--- src/rtl/sprc_pkg.sv ---
// ----------------------------------------------------------------------------
// sprc_pkg
// Shared types and constants of the sprite compositor: canvas geometry,
// command and operation codes, and the word passed from front to back.
// ----------------------------------------------------------------------------
package sprc_pkg;

   localparam int CANVAS_DIM  = 256;
   localparam int SPRITE_DIM  = 8;
   localparam int COORD_W     = $clog2(CANVAS_DIM);
   localparam int BOX_W       = COORD_W + 1;
   localparam int ADDR_W      = 2 * COORD_W;
   localparam int STORE_DEPTH = CANVAS_DIM * CANVAS_DIM;
   localparam int COLOR_W     = 8;
   localparam int RGB_W       = 3 * COLOR_W;
   localparam int STORE_W     = RGB_W + 1;
   localparam int CMD_W       = 2;
   localparam int POS_W       = 8;
   localparam int PIX_W       = 3;
   localparam int INDEX_W     = 8;
   localparam int REL_W       = 8;
   localparam int STATUS_W    = 2;
   localparam int CSR_IDX_W   = 2;
   localparam int QUEUE_DEPTH = 4;
   localparam int QPTR_W      = $clog2(QUEUE_DEPTH);

   localparam logic [BOX_W-1:0] ORIGIN_LIMIT =
      (SPRITE_DIM >= CANVAS_DIM) ? '0 : BOX_W'(CANVAS_DIM - SPRITE_DIM);
   localparam logic [BOX_W-1:0] SPRITE_SPAN  = BOX_W'(SPRITE_DIM);
   localparam logic [BOX_W-1:0] CANVAS_SPAN  = BOX_W'(CANVAS_DIM);

   localparam logic [STATUS_W-1:0] STATUS_OK        = 2'd0;
   localparam logic [STATUS_W-1:0] STATUS_OUTSIDE   = 2'd1;
   localparam logic [STATUS_W-1:0] STATUS_NO_SPRITE = 2'd2;

   localparam logic [CSR_IDX_W-1:0] CSR_BG_RED   = 2'd0;
   localparam logic [CSR_IDX_W-1:0] CSR_BG_GREEN = 2'd1;
   localparam logic [CSR_IDX_W-1:0] CSR_BG_BLUE  = 2'd2;

   typedef enum logic [CMD_W-1:0] {
      CMD_PLACE = 2'd0,
      CMD_PIXEL = 2'd1,
      CMD_READ  = 2'd2,
      CMD_CLEAR = 2'd3
   } cmd_type;

   typedef enum logic [1:0] {
      OP_NONE  = 2'd0,
      OP_WRITE = 2'd1,
      OP_READ  = 2'd2,
      OP_CLEAR = 2'd3
   } op_type;

   typedef struct packed {
      op_type               op;
      logic                 bg;
      logic [ADDR_W-1:0]    addr;
      logic [RGB_W-1:0]     rgb;
      logic [BOX_W-1:0]     width;
      logic [BOX_W-1:0]     height;
      logic [STATUS_W-1:0]  status;
   } entry_type;

   typedef struct packed {
      logic sweeping;
      logic sweep_done;
   } back_stat_type;

endpackage

--- src/rtl/sprc_front.sv ---
// ----------------------------------------------------------------------------
// sprc_front
// Accepts commands, keeps the bounding box and sprite origin, and turns
// each command into a store operation word for the back.
// ----------------------------------------------------------------------------
module sprc_front (
   input  logic                            clock,
   input  logic                            reset,
   input  logic                            req_valid,
   output logic                            req_ready,
   input  logic [sprc_pkg::CMD_W-1:0]      req_cmd,
   input  logic [sprc_pkg::POS_W-1:0]      req_pos_x,
   input  logic [sprc_pkg::POS_W-1:0]      req_pos_y,
   input  logic [sprc_pkg::PIX_W-1:0]      req_pix_row,
   input  logic [sprc_pkg::PIX_W-1:0]      req_pix_col,
   input  logic [sprc_pkg::INDEX_W-1:0]    req_color_index,
   input  logic [sprc_pkg::COLOR_W-1:0]    req_red,
   input  logic [sprc_pkg::COLOR_W-1:0]    req_green,
   input  logic [sprc_pkg::COLOR_W-1:0]    req_blue,
   input  logic [sprc_pkg::REL_W-1:0]      req_read_row,
   input  logic [sprc_pkg::REL_W-1:0]      req_read_col,
   input  logic                            q_full,
   input  sprc_pkg::back_stat_type         back_stat,
   output logic                            push,
   output sprc_pkg::entry_type             push_entry
);

   logic                               any_ff, any_in;
   logic [sprc_pkg::BOX_W-1:0]         min_x_ff, min_x_in, min_y_ff, min_y_in;
   logic [sprc_pkg::BOX_W-1:0]         max_x_ff, max_x_in, max_y_ff, max_y_in;
   logic [sprc_pkg::COORD_W-1:0]       org_x_ff, org_x_in, org_y_ff, org_y_in;
   logic                               clear_wait_ff, clear_wait_in;

   logic                               accept;
   sprc_pkg::cmd_type                  cmd;
   logic [sprc_pkg::BOX_W-1:0]         ox, oy, ex, ey;
   logic [sprc_pkg::BOX_W-1:0]         n_min_x, n_min_y, n_max_x, n_max_y;
   logic [sprc_pkg::BOX_W-1:0]         cur_w, cur_h;
   logic [sprc_pkg::BOX_W-1:0]         pix_tx, pix_ty, rd_tx, rd_ty;
   logic [sprc_pkg::BOX_W-1:0]         pr, pc, rr, rc;

   assign req_ready = !q_full && !back_stat.sweeping && !clear_wait_ff;
   assign accept    = req_valid && req_ready;
   assign push      = accept;
   assign cmd       = sprc_pkg::cmd_type'(req_cmd);

   // origin clamp, box growth, current box size and pixel and read targets
   always_comb begin
      ox = (sprc_pkg::BOX_W'(req_pos_x) > sprc_pkg::ORIGIN_LIMIT) ?
           sprc_pkg::ORIGIN_LIMIT : sprc_pkg::BOX_W'(req_pos_x);
      oy = (sprc_pkg::BOX_W'(req_pos_y) > sprc_pkg::ORIGIN_LIMIT) ?
           sprc_pkg::ORIGIN_LIMIT : sprc_pkg::BOX_W'(req_pos_y);
      ex = ox + sprc_pkg::SPRITE_SPAN;
      ey = oy + sprc_pkg::SPRITE_SPAN;
      if (any_ff) begin
         n_min_x = (ox < min_x_ff) ? ox : min_x_ff;
         n_min_y = (oy < min_y_ff) ? oy : min_y_ff;
         n_max_x = (ex > max_x_ff) ? ex : max_x_ff;
         n_max_y = (ey > max_y_ff) ? ey : max_y_ff;
      end else begin
         n_min_x = ox;
         n_min_y = oy;
         n_max_x = ex;
         n_max_y = ey;
      end
      cur_w  = any_ff ? max_x_ff - min_x_ff : '0;
      cur_h  = any_ff ? max_y_ff - min_y_ff : '0;
      pr     = sprc_pkg::BOX_W'(req_pix_row);
      pc     = sprc_pkg::BOX_W'(req_pix_col);
      rr     = sprc_pkg::BOX_W'(req_read_row);
      rc     = sprc_pkg::BOX_W'(req_read_col);
      pix_tx = sprc_pkg::BOX_W'(org_x_ff) + pc;
      pix_ty = sprc_pkg::BOX_W'(org_y_ff) + pr;
      rd_tx  = min_x_ff + rc;
      rd_ty  = min_y_ff + rr;
   end

   always_comb begin
      any_in        = any_ff;
      min_x_in      = min_x_ff;
      min_y_in      = min_y_ff;
      max_x_in      = max_x_ff;
      max_y_in      = max_y_ff;
      org_x_in      = org_x_ff;
      org_y_in      = org_y_ff;
      clear_wait_in = clear_wait_ff && !back_stat.sweep_done;

      push_entry        = '0;
      push_entry.op     = sprc_pkg::OP_NONE;
      push_entry.rgb    = {req_red, req_green, req_blue};
      push_entry.width  = cur_w;
      push_entry.height = cur_h;
      push_entry.status = sprc_pkg::STATUS_OK;

      unique case (cmd)
         sprc_pkg::CMD_PLACE: begin
            push_entry.width  = n_max_x - n_min_x;
            push_entry.height = n_max_y - n_min_y;
            if (accept) begin
               any_in   = 1'b1;
               min_x_in = n_min_x;
               min_y_in = n_min_y;
               max_x_in = n_max_x;
               max_y_in = n_max_y;
               org_x_in = sprc_pkg::COORD_W'(ox);
               org_y_in = sprc_pkg::COORD_W'(oy);
            end
         end
         sprc_pkg::CMD_PIXEL: begin
            push_entry.addr = {pix_ty[sprc_pkg::COORD_W-1:0],
                               pix_tx[sprc_pkg::COORD_W-1:0]};
            if (!any_ff) begin
               push_entry.status = sprc_pkg::STATUS_NO_SPRITE;
            end else if (req_color_index != '0 && pr < sprc_pkg::SPRITE_SPAN &&
                         pc < sprc_pkg::SPRITE_SPAN && pix_tx < sprc_pkg::CANVAS_SPAN &&
                         pix_ty < sprc_pkg::CANVAS_SPAN) begin
               push_entry.op = sprc_pkg::OP_WRITE;
            end
         end
         sprc_pkg::CMD_READ: begin
            push_entry.bg   = 1'b1;
            push_entry.addr = {rd_ty[sprc_pkg::COORD_W-1:0],
                               rd_tx[sprc_pkg::COORD_W-1:0]};
            if (!any_ff || rr >= cur_h || rc >= cur_w) begin
               push_entry.status = sprc_pkg::STATUS_OUTSIDE;
            end else if (rd_tx < sprc_pkg::CANVAS_SPAN && rd_ty < sprc_pkg::CANVAS_SPAN) begin
               push_entry.op = sprc_pkg::OP_READ;
            end
         end
         sprc_pkg::CMD_CLEAR: begin
            push_entry.op     = sprc_pkg::OP_CLEAR;
            push_entry.width  = '0;
            push_entry.height = '0;
            if (accept) begin
               any_in        = 1'b0;
               min_x_in      = '0;
               min_y_in      = '0;
               max_x_in      = '0;
               max_y_in      = '0;
               org_x_in      = '0;
               org_y_in      = '0;
               clear_wait_in = 1'b1;
            end
         end
         default: begin
            push_entry.op = sprc_pkg::OP_NONE;
         end
      endcase
   end

   always_ff @(posedge clock) begin
      if (reset) begin
         any_ff        <= 1'b0;
         min_x_ff      <= '0;
         min_y_ff      <= '0;
         max_x_ff      <= '0;
         max_y_ff      <= '0;
         org_x_ff      <= '0;
         org_y_ff      <= '0;
         clear_wait_ff <= 1'b0;
      end else begin
         any_ff        <= any_in;
         min_x_ff      <= min_x_in;
         min_y_ff      <= min_y_in;
         max_x_ff      <= max_x_in;
         max_y_ff      <= max_y_in;
         org_x_ff      <= org_x_in;
         org_y_ff      <= org_y_in;
         clear_wait_ff <= clear_wait_in;
      end
   end

endmodule

--- config.mk ---
export PLATFORM = sky130hd
export DESIGN_NAME = sprc_front
export DESIGN_NICKNAME = d
export VERILOG_FILES = /design/src/rtl/sprc_pkg.sv /design/src/rtl/sprc_front.sv
export SDC_FILE = /design/constraint.sdc
export NUM_CORES = 1
export LEC_CHECK = 0
export ABC_CLOCK_PERIOD_IN_PS = 3900
export BUFFER_PORTS_ARGS = -buffer_cell sky130_fd_sc_hd__buf_2
export CORE_MARGIN = 2
export CORE_UTILIZATION = 47
export CTS_CLUSTER_DIAMETER = 80
export DETAILED_ROUTE_END_ITERATION = 6
export PLACE_DENSITY_LB_ADDON = 0.15
export SYNTH_ARGS = -nofsm -noshare
export SYNTH_HDL_FRONTEND = slang
export SYNTH_SLANG_ARGS = --single-unit
--- constraint.sdc ---
create_clock -name clock -period 3.9 [get_ports clock]
set_input_delay 0.195 -clock clock [delete_from_list [all_inputs] [get_ports clock]]
set_output_delay 0.195 -clock clock [all_outputs]
set_load 0.01 [all_outputs]
## Word-level counts from Yosys, hierarchy flattened

Index checks and enable logic that the tools add are counted.

| storage, ports and cells | value |
|---|---|
| bits in registers | 54 |
| bits of input ports | 78 |
| output and inout bits | 65 |
| logic and storage cells | 99 |

| operators by class | value |
|---|---|
| add/subtract/negate cells | 10 |
| magnitude comparators | 14 |
| eq/ne operators | 5 |
| muxes and demuxes | 42 |
| reduce and logical (&&, ||, !) cells | 20 |

Operators with widths:

| operator | number |
|---|---|
| 9-bit 2-to-1 mux | 15 |
| 9-bit one-hot mux with 2 select lines | 4 |
| 8-bit 2-to-1 mux | 5 |
| 9-bit less-than comparator (second input constant) | 4 |
| 18-bit one-hot mux with 2 select lines | 1 |
| 9-bit subtractor | 4 |
| 16-bit one-hot mux with 2 select lines | 1 |
| 8-bit one-hot mux with 2 select lines | 2 |
| 8-bit by 3-bit adder with 9-bit output | 2 |
| 8-bit by 4-bit adder with 9-bit output (second input constant) | 2 |
| 9-bit by 8-bit adder with 9-bit output | 2 |
| 8-bit by 9-bit >= comparator with 1-bit output | 2 |
| 9-bit greater-than comparator | 2 |
| 8-bit by 9-bit less-than comparator with 1-bit output | 2 |
| 8-bit greater-than comparator (second input constant) | 2 |
| 1-bit logical AND | 9 |
| 3-bit by 4-bit less-than comparator with 1-bit output (second input constant) | 2 |
| 2-bit 2-to-1 mux | 4 |
| 8-bit nonzero test | 1 |
| 1-bit 2-to-1 mux | 7 |
| 2-bit one-hot mux with 3 select lines | 1 |
| 1-bit zero test | 5 |
| 2-bit equality test (second input constant) | 2 |
| 2-bit != test (second input constant) | 2 |
| 7 further kinds | 8 |

## Depth between registers and ports, before layout

| depth | value |
|---|---|
| depth after elaboration | 8 |
| mapped depth | 23 |
| mapped depth without buffers | 21 |

## Worst setup path before layout

No wires, ideal clock.

| timing path | value |
|---|---|
| path kind | input-to-output |
| start point | input port req_pos_y[5] (netlist bit) |
| end point | output port push_entry[10] (netlist bit) |
| arrival | 4.072 ns |
| required time | 3.705 ns |
| slack | -0.367 ns |
| cell stages on the path | 22 |
| buffers on the path | 3 |
| cells stage by stage | buf_2 nand3_1 or2_4 and2_1 clkbuf_1 ha_1 nor2b_1 o21ai_0 a21oi_1 o211ai_1 nand2_1 clkbuf_1 nand2_1 o21ai_0 ha_1 nor2b_1 o21ai_0 a21oi_1 o41ai_1 nor3_1 mux2i_1 nand4_1 |

RTL lines:

| what | RTL line | text |
|---|---|---|
| from (decl) | sprc_front.sv:13 | `input logic [sprc_pkg::POS_W-1:0] req_pos_y,` |
| to (decl) | sprc_front.sv:25 | `output sprc_pkg::entry_type push_entry` |

==> flow_summary.ini <==
[status]
outcome = finished with violations
violations = negative setup slack

[sta]
slew_headroom_pct = 35.00
finalHoldViolations = 0
final_max_slew_viol_count = 0
skew_ps = 7.216
finalCritPeriodShare_pct = 103.3
setup_viol = 4
worst_pin_slew_ps = 972.6
rsz0062_at_grt = yes
fmax_ghz = 0.2482
period_needed_ps = 4029
setup_ws_ps = -129.0
timing.hold.ws_ps = 196.9
tns_ps = -244.4

[power]
p_leak_uw = 0.003992
power.density_mw_per_mm2 = 211.8
peakVddDrop_v = 0.0001744

[synthesis]
yosysWarningCount = 0
synth_fa_ha_area_share_pct = 23.39
syn_nets = 1015
synth_top_family_by_area = compound AO/OA/AOI/OAI gates
synth.area.mux_share_pct = 1.549
synth-xor-area-share_pct = 6.641
seq_area_frac_synth_pct = 16.73
synth-edff-count = 0
netlist.area_leader.share_pct = 20.91
mappedNetlistArea_mm2 = 0.006462
synth_largest_area_cell = ha_1
synth-seq-cells = 54
synth_cell_types = 63
syn_inst = 821
synth_compound_area_share_pct = 25.73
syn_avg_cell_area_um2 = 7.871
async_flop_share_pct = 0
synth_ff_type = dfxtp_1
synth_area_leaders = ha_1 (21%), dfxtp_1 (17%), a21oi_1 (4.8%)
synthSimpleGateAreaFrac_pct = 17.13

[floorplan]
start_util_pct = 48.42
core_area_mm2 = 0.01335
die_h_um = 121.3
fp.dieW_um = 121.3
rows = 42
io_pins = 143
fp.dieArea_mm2 = 0.01470

[min_path]
hold_path.startpoint = back_stat[0]
hold_depth = 4
min_to = clear_wait_ff
hold_class = input port to register

[layout]
areaGrowthSynthToFinish_pct = 37.54
drive_gt1_share_pct = 39.70
nets = 1194
diodes = 0
mostFrequentLayoutCells = buf_4 (134), buf_2 (87), ha_1 (86)
final_common_cell = buf_4
fin_util_pct = 66.59
num-fill-cells = 1162

[critical_path]
ff2ff_setup_slack_ps = 100
cp.required_ps = 3700
rr_endpoint = max_y_ff[6]
end_kind = primary output
worst_path_max_delay_cell = o41ai_4
crit_start = req_pos_y[3]
crit_path_max_incr_delay_ps = 430
r2r_start = max_y_ff[5]
path_class = input port to primary output
cp_cell_sequence = buf_6, buf_6, ha_4, xor2_2, ha_1, nand4_1, buf_4, a21oi_4, o211ai_1, nand2_4, buf_6, nor2_4, a21oi_2, ha_4, fa_2, nor2b_4, o21ai_2, a21oi_2, o41ai_4, nor3_2, mux2i_1, nand4_1, buf_2
crit_fanout = 7
cpMostUsedCell = buf_6
crit_arrival_ps = 3830
cp-start-kind = input port
rr_worst_depth = 22

[grt]
grt_pass1_vias = 7004
grt_pass1_wl_mm = 35.01
overflow = 0
grt_max_degree = 22
antenna_found_initial = 0
track_usage_pct = 30.43

[clocking]
clk_pin_slew_ps = 80
clock_path_buffers = 2
cts-root-buf = clkbuf_16
cts_tree = built
insertion_delay_ps = 310
cts_made_buffers = 5
cts.sinks = 54
htree_levels = 2

[detailed_routing]
via_count = 6955
dr.pass1.iters = 6
drtIter0Drc = 512
antenna_left = 0
wl_per_cell_um = 19.33
routed_via_density = 5.914
drt_wl_total_mm = 22.73
drc = 0

[placement]
dp_hpwl_mm = 17.04
place_ws_ps = -431.1
io_buffers = 94
place.gp.congestion = 0.9631

[job]
maxCapViolCount = 0
-- report_power, final --
group | switching (uW) | internal (uW)
clock | 235 | 302
sequential | 5.45 | 553
combinational | 399 | 388
-- cell type report --
class	instances	area [um2]	area share, %
clock inverters	2	38.79	0.4364
clock buffers	5	125.1	1.408
repair buffers	237	1642	18.47
flip-flops and latches	54	1116	12.56
well taps	176	220.2	2.477
multi-input cells	642	5517	62.06
inverters	60	230.2	2.590
-- state kept, by name, indices dropped and copies added (netlist names) --
name	count
any_ff	1
org_y_ff	8
max_x_ff	9
org_x_ff	8
min_x_ff	9
max_y_ff	9
min_y_ff	9
clear_wait_ff	1
-- critical path: cells and delay by family --
kind,cells,cell delay [ps]
mux,1,190
fa+ha+maj,4,850
buf+inv,5,670
compound gates,6,1120
simple gates,6,610
xor+xnor,1,160
-- logic make-up after synthesis --
kind of cell	after synthesis
compound gates	244
xor+xnor	49
fa+ha+maj	116
buf+inv	125
flops	54
mux	9
simple gates	224
-- per-stage QoR --
| step | std cells | power, uW | area (um2) |
|---|---|---|---|
| after floorplan | 821 | 955.5 | 6555 |
| after global placement | 1104 | 1153 | 7447 |
| after detailed placement | 1104 | 1164 | 7447 |
| after CTS | 1146 | 1792 | 8270 |
| after global routing | 1176 | 1976 | 8889 |
| final | 1176 | 1883 | 8889 |
-- timing repair --
action / in CTS / in global routing
setup buffers: 35 / 32
pin swaps: 44 / 64
gates resized for setup: 94 / 102
hold buffers: 0 / 0
setup endpoints to repair: 9 / 22
-- worst max-delay path by stage --
stage                          end  slack [ps]  cells after the start
floorplan           push_entry[10]          -9                     22
global placement    push_entry[10]        -310                     20
detailed placement  push_entry[10]        -430                     20
CTS                 push_entry[19]         -80                     23
global route        push_entry[10]        -260                     23
finish              push_entry[10]        -130                     23
-- cell usage after synthesis, types with 8 or more instances --
library cell and number:
ha_1 108, xor2_1 26, o21ai_0 40, a32o_1 8
mux2_2 8, nor2b_1 25, a21o_1 15, a211oi_1 8
a22o_1 24, fa_1 8, nor3_1 14, dfxtp_1 54
nand2b_1 8, nand4_1 10, and2_1 10, a22oi_1 29
nand3_1 17, xnor2_1 23, clkbuf_1 34, buf_4 26
nand2_1 45, a21oi_1 62, inv_1 57, o22ai_1 10
nor2_1 66
-- layer usage --
metal  global-route usage [%]  routed length, um
met5                        0                  0
met4                    15.30               1189
met3                    3.477               1311
met2                    54.35              11550
met1                    35.78               8676
Power figures use the tool's default switching activity.
