`config.mk`:
```
export PLATFORM = sky130hd
export DESIGN_NAME = sprc_queue
export DESIGN_NICKNAME = d
export VERILOG_FILES = /design/src/rtl/sprc_pkg.sv /design/src/rtl/sprc_queue.sv
export SDC_FILE = /design/constraint.sdc
export NUM_CORES = 1
export LEC_CHECK = 0
export BUFFER_PORTS_ARGS = -buffer_cell sky130_fd_sc_hd__buf_2
export CAP_MARGIN = 20
export CORE_MARGIN = 2
export CORE_UTILIZATION = 30
export DETAILED_ROUTE_END_ITERATION = 8
export PLACE_DENSITY = 0.45
export SYNTH_ARGS = -nofsm -noshare
export SYNTH_HDL_FRONTEND = slang
export SYNTH_SLANG_ARGS = --single-unit
```
`constraint.sdc`:
```
create_clock -name clock -period 2.35 [get_ports clock]
set_clock_uncertainty 0.05 [all_clocks]
set_input_delay 0.1175 -clock clock [delete_from_list [all_inputs] [get_ports clock]]
set_output_delay 0.1175 -clock clock [all_outputs]
set_load 0.01 [all_outputs]
```
`src/rtl/sprc_pkg.sv`:
```
// ----------------------------------------------------------------------------
// sprc_pkg
// Shared types and constants of the sprite compositor: canvas geometry,
// command and operation codes, and the word passed from front to back.
// ----------------------------------------------------------------------------
package sprc_pkg;

   localparam int CANVAS_DIM  = 256;
   localparam int SPRITE_DIM  = 8;
   localparam int COORD_W     = $clog2(CANVAS_DIM);
   localparam int BOX_W       = COORD_W + 1;
   localparam int ADDR_W      = 2 * COORD_W;
   localparam int STORE_DEPTH = CANVAS_DIM * CANVAS_DIM;
   localparam int COLOR_W     = 8;
   localparam int RGB_W       = 3 * COLOR_W;
   localparam int STORE_W     = RGB_W + 1;
   localparam int CMD_W       = 2;
   localparam int POS_W       = 8;
   localparam int PIX_W       = 3;
   localparam int INDEX_W     = 8;
   localparam int REL_W       = 8;
   localparam int STATUS_W    = 2;
   localparam int CSR_IDX_W   = 2;
   localparam int QUEUE_DEPTH = 4;
   localparam int QPTR_W      = $clog2(QUEUE_DEPTH);

   localparam logic [BOX_W-1:0] ORIGIN_LIMIT =
      (SPRITE_DIM >= CANVAS_DIM) ? '0 : BOX_W'(CANVAS_DIM - SPRITE_DIM);
   localparam logic [BOX_W-1:0] SPRITE_SPAN  = BOX_W'(SPRITE_DIM);
   localparam logic [BOX_W-1:0] CANVAS_SPAN  = BOX_W'(CANVAS_DIM);

   localparam logic [STATUS_W-1:0] STATUS_OK        = 2'd0;
   localparam logic [STATUS_W-1:0] STATUS_OUTSIDE   = 2'd1;
   localparam logic [STATUS_W-1:0] STATUS_NO_SPRITE = 2'd2;

   localparam logic [CSR_IDX_W-1:0] CSR_BG_RED   = 2'd0;
   localparam logic [CSR_IDX_W-1:0] CSR_BG_GREEN = 2'd1;
   localparam logic [CSR_IDX_W-1:0] CSR_BG_BLUE  = 2'd2;

   typedef enum logic [CMD_W-1:0] {
      CMD_PLACE = 2'd0,
      CMD_PIXEL = 2'd1,
      CMD_READ  = 2'd2,
      CMD_CLEAR = 2'd3
   } cmd_type;

   typedef enum logic [1:0] {
      OP_NONE  = 2'd0,
      OP_WRITE = 2'd1,
      OP_READ  = 2'd2,
      OP_CLEAR = 2'd3
   } op_type;

   typedef struct packed {
      op_type               op;
      logic                 bg;
      logic [ADDR_W-1:0]    addr;
      logic [RGB_W-1:0]     rgb;
      logic [BOX_W-1:0]     width;
      logic [BOX_W-1:0]     height;
      logic [STATUS_W-1:0]  status;
   } entry_type;

   typedef struct packed {
      logic sweeping;
      logic sweep_done;
   } back_stat_type;

endpackage

```
`src/rtl/sprc_queue.sv`:
```
// ----------------------------------------------------------------------------
// sprc_queue
// Short FIFO of classified words between the front and the back.
// ----------------------------------------------------------------------------
module sprc_queue (
   input  logic                clock,
   input  logic                reset,
   input  logic                push,
   input  sprc_pkg::entry_type push_entry,
   input  logic                pop,
   output sprc_pkg::entry_type head_entry,
   output logic                full,
   output logic                empty
);

   sprc_pkg::entry_type               entries_ff [sprc_pkg::QUEUE_DEPTH];
   logic [sprc_pkg::QPTR_W-1:0]       wr_ptr_ff, wr_ptr_in;
   logic [sprc_pkg::QPTR_W-1:0]       rd_ptr_ff, rd_ptr_in;
   logic [sprc_pkg::QPTR_W:0]         count_ff, count_in;

   always_comb begin
      wr_ptr_in = push ? wr_ptr_ff + 1'b1 : wr_ptr_ff;
      rd_ptr_in = pop ? rd_ptr_ff + 1'b1 : rd_ptr_ff;
      count_in  = count_ff;
      if (push && !pop) begin
         count_in = count_ff + 1'b1;
      end else if (!push && pop) begin
         count_in = count_ff - 1'b1;
      end
   end

   always_ff @(posedge clock) begin
      if (reset) begin
         wr_ptr_ff <= '0;
         rd_ptr_ff <= '0;
         count_ff  <= '0;
      end else begin
         wr_ptr_ff <= wr_ptr_in;
         rd_ptr_ff <= rd_ptr_in;
         count_ff  <= count_in;
      end
   end

   always_ff @(posedge clock) begin
      if (push) begin
         entries_ff[wr_ptr_ff] <= push_entry;
      end
   end

   assign head_entry = entries_ff[rd_ptr_ff];
   assign full       = (count_ff == (sprc_pkg::QPTR_W + 1)'(sprc_pkg::QUEUE_DEPTH));
   assign empty      = (count_ff == '0);

endmodule

```
### After elaboration in Yosys (flattened, before gate mapping)

Memories as Yosys holds them, arrays and structs flattened. A register that Yosys moved wholly into a read port is not among the register bits.
Cells that the tools add are included.

| storage, ports and cells | value |
|---|---|
| register bits after elaboration | 7 |
| RAM bits | 252 |
| input port bits | 67 |
| output and inout bits | 65 |
| logic and storage cells | 21 |
| memories | 1 |

Memories:

| memory | words | width | rd ports | clocked after Yosys merged registers in | write ports | RTL line | text |
|---|---|---|---|---|---|---|---|
| entries_ff | 4 | 63 | 1 | 1 | 1 | sprc_queue.sv:16 | `sprc_pkg::entry_type entries_ff [sprc_pkg::QUEUE_DEPTH];` |

| cells by class | value |
|---|---|
| $add $sub $neg | 4 |
| equality and inequality tests | 1 |
| mux-type cells | 6 |
| reductions and logical operators | 6 |

Operator list:

| kind | count |
|---|---|
| $mux 3 | 2 |
| $add 2x1->2 const B | 2 |
| $mux 2 | 2 |
| $add 3x1->3 const B | 1 |
| $eq 3x3->1 const B | 1 |
| $logic_not 3->1 | 1 |
| $sub 3x1->3 const B | 1 |
| $logic_and 1x1->1 | 2 |
| $logic_not 1->1 | 2 |
| $mux 1 | 2 |
| $reduce_bool 2->1 | 1 |

### Longest topological paths before layout

Gate-level depths: netlist (run 1).

| depth | value |
|---|---|
| word-level depth | 4 |
| mapped depth | 7 |
| gate-level depth less buffers | 7 |

### Least setup slack after synthesis (run 1)

Ideal clock, no wire load.

| timing | value |
|---|---|
| path type | flip-flop to flip-flop |
| start point | register wr_ptr_ff[0] (netlist bit) |
| end point | memory entries_ff[2][0] (netlist bit) (enable) |
| setup time | 0.427 ns |
| data arrival time | 2.025 ns |
| required time | 1.873 ns |
| path slack | -0.153 ns |
| stages on the path, launching flop included | 4 |
| path buffers | 0 |
| period minus slack after synthesis | 2.503 ns |
| cells stage by stage | dfxtp_1 > inv_1 > ha_1 > and2_1 |

RTL lines:

| what | RTL line | text |
|---|---|---|
| from (decl) | sprc_queue.sv:17 | `logic [sprc_pkg::QPTR_W-1:0] wr_ptr_ff, wr_ptr_in;` |
| from (signal assigned) | sprc_queue.sv:38 | `wr_ptr_ff <= wr_ptr_in;` |
| to (decl) | sprc_queue.sv:16 |  |

Straight into the memory's write port.

==> out/results.txt, run 1 <==
Clock slew seen by the registers of the worst setup and hold paths -> 0.06 ns
Crit path launch type -> register
Final Cycle Share -> 91.4%
Number of CTS-inserted buffers -> 28
Global Route Usage Sum -> 11.5%
Max IR drop VDD -> 0.528 mV
Hold Path End -> entries_ff[3][25]
Status -> finished, final reports clean
WP data arrival -> 1.98 ns
Post-Route WL -> 19000 microns
Worst-case clock buffer depth -> 3
Worst setup EP type -> output pin
Worst skew pair latency -> 0.53 ns
FF+latch count, synth -> 261
DR WL/cell -> 18.6 microns
Relative slew slack -> 71.3%
Number of core rows -> 65
Sequential area share after synthesis -> 80.8%
ANT nets after route -> 0
CTS resizes -> 0
First-pass GRT wire length -> 29100 microns
Share of cells above drive strength 1 -> 41.0%
Synth Net Count -> 446
Share of the synthesized area in the top cell type -> 78.9%
Placer Congestion -> 0.649
Mapped cell area -> 9590 sq um
Worst hold start -> push_entry[25]
Cells after synthesis -> 373
Number of global-route vias before repair -> 4991
Layout Nets -> 671
Post-route cell area -> 12400 sq um
P&R area growth vs syn -> 28.9%
Initial Util -> 30.4%
Pwr Total -> 10.8 mW
Top FF cell, synth -> edfxtp_1
Post-DP HPWL -> 11400 microns
Fmax -> 466 MHz
Post-CTS Setup Inserts -> 0
Reg2Reg Launch Point -> wr_ptr_ff[1]
Placement Cell Area -> 10800 sq um
Pwr Density -> 876 nW/um^2
CTS tree -> done
Final Critical Period -> 2.15 ns
Drt via density -> 4.48
Top Ports -> 132
Syn Area/Cell -> 25.7 sq um
Leading area contributor after synthesis -> edfxtp_1
RSZ-0062 raised after global routing -> no
Drt initial violations -> 201
H-tree depth -> 1
Setup violators final -> 0
Final Hold Vio Count -> 0
Die area -> 33400 sq um
CTS Root Cell -> clkbuf_16
Total core area -> 31600 sq um
Pin count of the biggest net entering global routing -> 64
Port buffer count -> 131
Initial antenna violation count -> 1
Clock sinks -> 261
R2R Setup Slk -> 0.70 ns
Chip width -> 183 microns
DR pass1 iterations -> 4
Pre-CTS setup slack -> 0.636 ns
Crit path max fanout -> 35
Yosys warning total -> 0
Final worst setup slack -> 0.202 ns
Vias after detailed routing -> 4586
EDFF count, synth -> 252
Max Cap Violations -> 0
Drt drc -> 0
Hold Crit Class -> in2reg
Leak Pwr -> 4.21 nW
Required time at the worst-slack endpoint -> 2.18 ns
Hold Path Cell Cnt -> 2
Fin. max-slew vios -> 0
Worst R2R End -> entries_ff[1][4]
Die Ht -> 183 microns
Setup_tns -> 0 ns
Post-synth ARST share -> 0%
Yosys cell types -> 22
Least-Margin Pin Slew -> 0.430 ns
Synth area leaders -> edfxtp_1 79%, mux4_2 14%, dfxtp_1 1.9%
Crit Path Category -> reg2out
Total congestion overflow -> 0
Worst Reg-to-Reg Cells -> 4
-- placed cells by master (no fill, tap or decap) --
master,Yosys,layout
nor3b_1,1,1
xnor2_1,2,2
clkinv_2,0,7
or3_1,1,1
clkinvlp_4,0,3
and2_4,0,4
a21oi_1,1,1
dlygate4sd3_1,0,66
inv_6,0,2
nand2_1,1,1
clkbuf_1,2,2
o21ai_0,1,1
nor2_1,7,7
ha_1,5,5
xor2_1,3,3
mux4_2,60,60
buf_4,0,6
mux4_1,3,3
fa_1,1,1
clkbuf_16,0,29
nor3_1,1,1
clkinv_1,0,6
buf_12,6,7
dfxtp_4,0,2
dfxtp_1,9,7
mux2i_1,2,2
bufinv_16,0,3
diode_2,0,1
inv_1,4,4
buf_2,6,131
edfxtp_1,252,252
-- logic make-up after synthesis --
| kind of cell | share of synthesized area (%) |
|---|---|
| buffers and inverters | 1.92 |
| flip-flops | 80.8 |
| XOR/XNOR | 0.457 |
| AO/OA/AOI/OAI | 0.104 |
| multiplexers | 15.1 |
| adder cells (fa/ha/maj) | 0.861 |
| AND/OR/NAND/NOR | 0.770 |
-- cell type report --
type,instances,area [sq um]
inverter,4,15.0
tap,402,503
sequential,261,7750
clock buffer,31,733
clock inverter,21,188
fill,2904,19200
timing repair buffer,210,1500
multi-input combinational,93,1670
antenna,1,2.50
-- flip-flops by register name (all words and copies together), names as in the netlist, named ones only --
register    cells
entries_ff    252
rd_ptr_ff       2
wr_ptr_ff       2
count_ff        3
-- how the worst max path moves through the flow --
stage | start | to | slack [ns] | cells after the start
3_3_place_gp | wr_ptr_ff[0] | entries_ff[0][51] | 0.70 | 4
2_1_floorplan | wr_ptr_ff[0] | entries_ff[2][0] | 0.53 | 3
5_1_grt | register | head_entry[49] | 0.10 | 3
4_1_cts | register | head_entry[59] | 0.14 | 3
6_report | register | head_entry[36] | 0.20 | 3
3_5_place_dp | push | count_ff[2] | 0.64 | 7
-- cell usage after synthesis (all sizes together), types with 2 or more instances --
cell / instances
ha: 5
and2: 4
mux2i: 2
nor2: 7
xor2: 3
buf: 13
dfxtp: 9
inv: 4
xnor2: 2
mux4: 63
clkbuf: 2
edfxtp: 252
-- worst max-delay path, cell delays in order, from the launching register on --
cell and delay [ns]:
dfxtp_4 0.37, buf_12 0.26, mux4_2 0.59, buf_2 0.16
-- timing repair --
item	4_1_cts	5_1_grt
endpoints found under the hold margin	261	0
hold buffers	66	0
endpoints found under the setup margin	0	0
-- report_power, final --
part / internal (mW) / switching (mW) / total, mW / leakage, nW
Sequential: 5.34 / 0.0566 / 5.40 / 2.39
Combinational: 0.544 / 0.565 / 1.11 / 1.37
Clock: 2.58 / 1.75 / 4.33 / 0.448
-- stage by stage --
stage               std cells  utilization, %  hold WS [ns]
floorplan                 373               -         0.166
global placement          904            34.2         0.279
detailed placement        904            34.2         0.285
CTS                      1022            39.2         0.253
global route             1022            39.2         0.271
finish                   1023            39.2         0.288
-- routing by layer --
layer / part of all wire, % / wire length (microns) / global-route usage, % / vias to the layer above
met1: 44 / 8340 / 15.4 / 2388
met3: 6.1 / 1170 / 2.90 / 33
met2: 48 / 9120 / 18.9 / 125
met4: 2.0 / 382 / 3.14 / 0
met5: 0 / 0 / 0 / -
li1: - / - / - / 2040
Note: power is estimated with default switching activity, not from simulation.
==> inputs of run 2 (changes only) <==
- CELL_PAD_IN_SITES_DETAIL_PLACEMENT: unset -> 1
- CELL_PAD_IN_SITES_GLOBAL_PLACEMENT: unset -> 2
- CORE_UTILIZATION: 30 -> 40
- PLACE_DENSITY: 0.45 -> 0.7
==> out/results.txt, run 2 (synthesis results as in run 1) <==
Max FFs per register -> 252 (unchanged)
Wl on met1 -> 8480 microns (+1.6%)
CTS Root Cell -> clkbuf_16
Worst-case clock buffer depth -> 3 (unchanged)
Initial antenna violation count -> 3 (+2)
ANT nets after route -> 0 (unchanged)
Hold Crit Class -> in2reg
Setup violators final -> 0 (unchanged)
Worst hold start -> push_entry[44]
Hold-fix buffers at CTS -> 67 (+1.5%)
Chip width -> 159 microns (-13%)
Vias after detailed routing -> 4622 (+0.78%)
Clock slew seen by the registers of the worst setup and hold paths -> 0.06 ns (about the same)
CTS tree -> done
First-pass GRT wire length -> 31400 microns (+7.7%)
Hold Path End -> entries_ff[1][44]
Initial Util -> 40.9% (+10 points)
Fin. max-slew vios -> 0 (unchanged)
R2R Setup Slk -> 0.68 ns (-0.02 ns)
DR WL met3 -> 1050 microns (-10%)
Post-DP HPWL -> 12400 microns (+8.8%)
Worst setup EP type -> output pin
Final Critical Period -> 2.21 ns (+0.0630 ns)
Worst Reg-to-Reg Cells -> 4 (unchanged)
Reg with most FFs -> entries_ff
Top Ports -> 132 (unchanged)
Number of core rows -> 56 (-14%)
Required time at the worst-slack endpoint -> 2.18 ns (about the same)
Layout Nets -> 675 (+0.60%)
Drt initial violations -> 225 (+12%)
P&R area growth vs syn -> 26.8%
Largest regs -> entries_ff x252, count_ff x3
Clock sinks -> 261 (unchanged)
Fill cells -> 2105 (-28%)
Pin count of the biggest net entering global routing -> 44 (-31%)
Drt via density -> 4.90 (+9.3%)
Status -> finished, final reports clean
Pwr Density -> 852 nW/um^2 (-2.7%)
Most frequent cells in the layout -> 252 x edfxtp_1, 131 x buf_2, 67 x dlygate4sd3_1
Reg2Reg Launch Point -> wr_ptr_ff[0]
Final Cycle Share -> 94.1% (+2.7 points)
DR WL/cell -> 21.2 microns (+14%)
Least-Margin Pin Slew -> 0.535 ns (+0.104 ns)
Placer Congestion -> 0.701 (+8.0%)
H-tree depth -> 1 (unchanged)
Drt drc -> 0 (unchanged)
Final Hold Vio Count -> 0 (unchanged)
Worst skew pair latency -> 0.52 ns (about the same)
RSZ-0062 raised after global routing -> no
Worst R2R End -> entries_ff[2][20]
Global Route Usage Sum -> 16.1% (+4.6 points)
Crit path max fanout -> 31 (-11%)
Post-Route WL -> 20000 microns (+5.4%)
Leak Pwr -> 4.17 nW (-0.92%)
Share of cells above drive strength 1 -> 39.8% (-1.2 points)
Die area -> 25200 sq um (-24%)
Total congestion overflow -> 0 (unchanged)
Fmax -> 452 MHz (-2.9%)
Met2 WL -> 10300 microns (+12%)
Crit path launch type -> register
Relative slew slack -> 64.3% (-7.0 points)
Total core area -> 23500 sq um (-26%)
Top sig layer -> met4
Crit Path Category -> reg2out
DR pass1 iterations -> 4 (unchanged)
Max Cap Violations -> 0 (unchanged)
Port buffer count -> 131 (unchanged)
Post-CTS Setup Inserts -> 0 (unchanged)
CTS resizes -> 0 (unchanged)
Setup_tns -> 0 ns (unchanged)
Number of CTS-inserted buffers -> 27 (-3.6%)
Number of global-route vias before repair -> 5374 (+7.7%)
Die Ht -> 159 microns (-13%)
WP data arrival -> 2.04 ns (+0.06 ns)
Max IR drop VDD -> 0.580 mV (+9.8%)
Final core utilization -> 51.8% (+13 points)
Most common cell after layout, fill and taps aside -> edfxtp_1
Hold Path Cell Cnt -> 2 (unchanged)
==> run 2: cell types whose count changed in the layout (fill, tap and decap cells not counted), moves of 2 or more <==
cell	before	now
clkbuf_1	2	10
clkbuf_16	29	27
clkinvlp_4	3	0
inv_6	2	0
bufinv_16	3	1
buf_4	6	11
clkinv_2	7	5
diode_2	1	3
==> run 2: worst max-delay path by stage <==
stage	start	end
2_1_floorplan	wr_ptr_ff[0]	entries_ff[2][0]
3_3_place_gp	register	head_entry[4]
3_5_place_dp	push	count_ff[2]
4_1_cts	register	head_entry[4]
5_1_grt	register	head_entry[4]
6_report	register	head_entry[4]
==> run 2: routing by layer <==
metal  vias up  global-route usage, %
met3        25                   3.47
met2       136                   28.2
met1      2415                   20.9
met4         0                   3.35
li1       2046                      -
met5         -                      0
==> run 2: critical path: stages (launching register included) <==
cell and delay (ns):
dfxtp_4 0.69, buf_12 0.27, mux4_2 0.38, buf_2 0.17
==> run 2: where the power goes <==
part           leakage, nW  total [mW]  internal (mW)  switching, mW
logic                 1.39        1.11          0.546          0.561
clock network        0.386        3.83           2.21           1.62
registers             2.39        5.43           5.34         0.0828
total                 4.17        10.4           8.10           2.26
==> run 2: layout make-up <==
class	instances	area, sq um	share of cell area [%]
Timing Repair Buffer	215	1530	12.6
Antenna cell	3	7.51	0.0617
Clock inverter	11	73.8	0.607
Sequential cell	261	7750	63.8
Inverter	4	15.0	0.123
Clock buffer	37	713	5.86
Tap cell	319	399	3.28
Multi-Input combinational cell	93	1670	13.7
==> run 2: per-stage QoR <==
| step | instance area [sq um] | hold slack, ns | total power [mW] | instances | setup slack [ns] |
|---|---|---|---|---|---|
| 2_1_floorplan | 9600 | 0.166 | 6.11 | 373 | 0.532 |
| 3_3_place_gp | 10700 | 0.277 | 6.52 | 825 | 0.656 |
| 3_5_place_dp | 10700 | 0.286 | 6.56 | 825 | 0.638 |
| 4_1_cts | 12200 | 0.280 | 10.5 | 940 | 0.101 |
| 5_1_grt | 12200 | 0.298 | 10.7 | 942 | 0.0424 |
| 6_report | 12200 | 0.296 | 10.4 | 943 | 0.139 |
==> inputs of run 3 (changes only) <==
- BUFFER_PORTS_ARGS: -buffer_cell sky130_fd_sc_hd__buf_2 -> unset
- CORE_UTILIZATION: 40 -> 45
- DONT_BUFFER_PORTS: unset -> 1
- PLACE_DENSITY: 0.7 -> 0.71
==> out/results.txt, run 3 (synthesis results as in run 1) <==
Worst-case clock buffer depth -> 3 (unchanged)
Reg2Reg Launch Point -> wr_ptr_ff[0]
Routing usage on met2 -> 26.9% (-1.3 points)
Pwr Total -> 10.5 mW (+1.8%)
Number of global-route vias before repair -> 4646 (-14%)
Initial Util -> 45.8% (+4.9 points)
Die area -> 22500 sq um (-11%)
Initial antenna violation count -> 3 (unchanged)
Status -> finished, final reports clean
Fmax -> 460 MHz (+1.6%)
DR pass1 iterations -> 4 (unchanged)
Max FFs per register -> 252 (unchanged)
Pin count of the biggest net entering global routing -> 33 (-25%)
DR WL/cell -> 24.0 microns (+13%)
Crit path launch type -> register
Share of cells above drive strength 1 -> 24.3% (-15 points)
Layout Nets -> 540 (-20%)
CTS resizes -> 0 (unchanged)
Worst Reg-to-Reg Cells -> 3 (-1)
Total core area -> 21000 sq um (-11%)
R2R Setup Slk -> 0.62 ns (-0.06 ns)
Fill cells -> 1804 (-14%)
Worst hold start -> push
Final Cycle Share -> 92.6% (-1.5 points)
Global Route Usage Sum -> 16.8% (+0.68 points)
H-tree depth -> 1 (unchanged)
Number of CTS-inserted buffers -> 27 (unchanged)
First-pass GRT wire length -> 28400 microns (-9.4%)
Required time at the worst-slack endpoint -> 2.18 ns (about the same)
GR Util met1 -> 23.5% (+2.6 points)
Total congestion overflow -> 0 (unchanged)
Max Cap Violations -> 0 (unchanged)
Relative slew slack -> 67.3% (+3.0 points)
Total area of sequential cells -> 7750 sq um (unchanged)
Worst setup EP type -> output pin
Most frequent cells in the layout -> 252 x edfxtp_1, 67 x dlygate4sd3_1, 60 x mux4_2
Die Ht -> 150 microns (-5.6%)
Busiest grt layer -> met2
WP data arrival -> 2.01 ns (-0.03 ns)
Final Critical Period -> 2.18 ns (-0.0353 ns)
Met3 Track Usage GR -> 4.66% (+1.2 points)
Largest regs -> entries_ff x252, count_ff x3
Most common cell after layout, fill and taps aside -> edfxtp_1
Crit Path Category -> reg2out
Hold Path End -> entries_ff[0][24]
Drt via density -> 5.40 (+10%)
Hold Crit Class -> in2reg
Fin. max-slew vios -> 0 (unchanged)
Least-Margin Pin Slew -> 0.490 ns (-0.0446 ns)
Chip width -> 150 microns (-5.6%)
Port buffer count -> 0 (-100%)
Worst skew pair latency -> 0.52 ns (about the same)
Pwr Density -> 915 nW/um^2 (+7.4%)
Top Ports -> 132 (unchanged)
Worst-case hold slack -> 0.0449 ns (-0.251 ns)
Setup violators final -> 0 (unchanged)
Post-Route WL -> 18300 microns (-8.5%)
Clock sinks -> 261 (unchanged)
Post-route cell area -> 11500 sq um (-5.2%)
Leak Pwr -> 3.67 nW (-12%)
Final core utilization -> 55.0% (+3.2 points)
Hold Path Cell Cnt -> 1 (-1)
CTS tree -> done
Crit path max fanout -> 22 (-29%)
Placer Congestion -> 0.697 (-0.54%)
Max IR drop VDD -> 0.580 mV (-0.14%)
Multi-input logic area -> 1670 sq um (unchanged)
Drt drc -> 0 (unchanged)
Worst R2R End -> entries_ff[3][54]
Placement Cell Area -> 9970 sq um (-6.8%)
Setup_tns -> 0 ns (unchanged)
Reg with most FFs -> entries_ff
Post-DP HPWL -> 11100 microns (-10%)
ANT nets after route -> 0 (unchanged)
Drt initial violations -> 263 (+17%)
Vias after detailed routing -> 4120 (-11%)
RSZ-0062 raised after global routing -> no
Post-CTS Setup Inserts -> 0 (unchanged)
Clock slew seen by the registers of the worst setup and hold paths -> 0.06 ns (about the same)
CTS Root Cell -> clkbuf_16
Final Hold Vio Count -> 0 (unchanged)
P&R area growth vs syn -> 20.2%
Number of core rows -> 53 (-5.4%)
==> run 3: cell count changes in the layout (fill, tap and decap cells not counted) <==
| cell | before | now |
|---|---|---|
| buf_12 | 6 | 7 |
| clkbuf_1 | 10 | 5 |
| clkinvlp_4 | 0 | 3 |
| diode_2 | 3 | 2 |
| buf_2 | 131 | 0 |
| inv_6 | 0 | 1 |
| clkinv_2 | 5 | 4 |
| buf_4 | 11 | 6 |
| clkinv_1 | 5 | 4 |
| bufinv_16 | 1 | 4 |
==> run 3: area by class of cell <==
cell class | count | share of cell area, %
clock inverter | 16 | 1.62
tap | 275 | 2.99
inverter | 4 | 0.130
sequential | 261 | 67.3
timing repair buffer | 80 | 7.43
antenna | 2 | 0.0434
clock buffer | 32 | 6.02
multi-input combinational | 93 | 14.5
==> run 3: worst max-delay path by stage <==
stage,startpoint,endpoint,depth (start not counted)
2_1_floorplan,wr_ptr_ff[0],entries_ff[2][0],3
3_3_place_gp,wr_ptr_ff[0],entries_ff[0][15],4
3_5_place_dp,wr_ptr_ff[0],entries_ff[0][22],4
4_1_cts,register,head_entry[31],2
5_1_grt,register,head_entry[38],2
6_report,register,head_entry[31],2
==> run 3: where the power goes <==
| group | switching [mW] | internal (mW) | total [mW] | leakage (nW) |
|---|---|---|---|---|
| logic | 0.486 | 0.403 | 0.889 | 0.857 |
| clock network | 1.68 | 2.54 | 4.23 | 0.422 |
| registers | 0.0907 | 5.34 | 5.43 | 2.39 |
| total | 2.26 | 8.29 | 10.5 | 3.67 |
==> run 3: routing by layer <==
layer  up-vias  share of wire, %
li1       1783                 -
met5         -             0.060
met4         2               1.1
met3        17               6.6
met1      2193                44
met2       125                48
==> run 3: timing repair <==
item | 4_1_cts | 5_1_grt
hold buffers | 67 | 0
endpoints found under the hold margin | 277 | 0
endpoints found under the setup margin | 0 | 0
==> run 3: per-stage QoR <==
stage,instances,setup slack [ns]
after floorplan,373,0.532
after global placement,646,0.604
after detailed placement,646,0.568
after CTS,761,0.110
after global routing,763,0.0386
final,763,0.174
==> run 3: worst max-delay path, cell delays in order, from the launching register on <==
cell	delay [ns]
dfxtp_4	0.60
buf_12	0.27
mux4_2	0.59
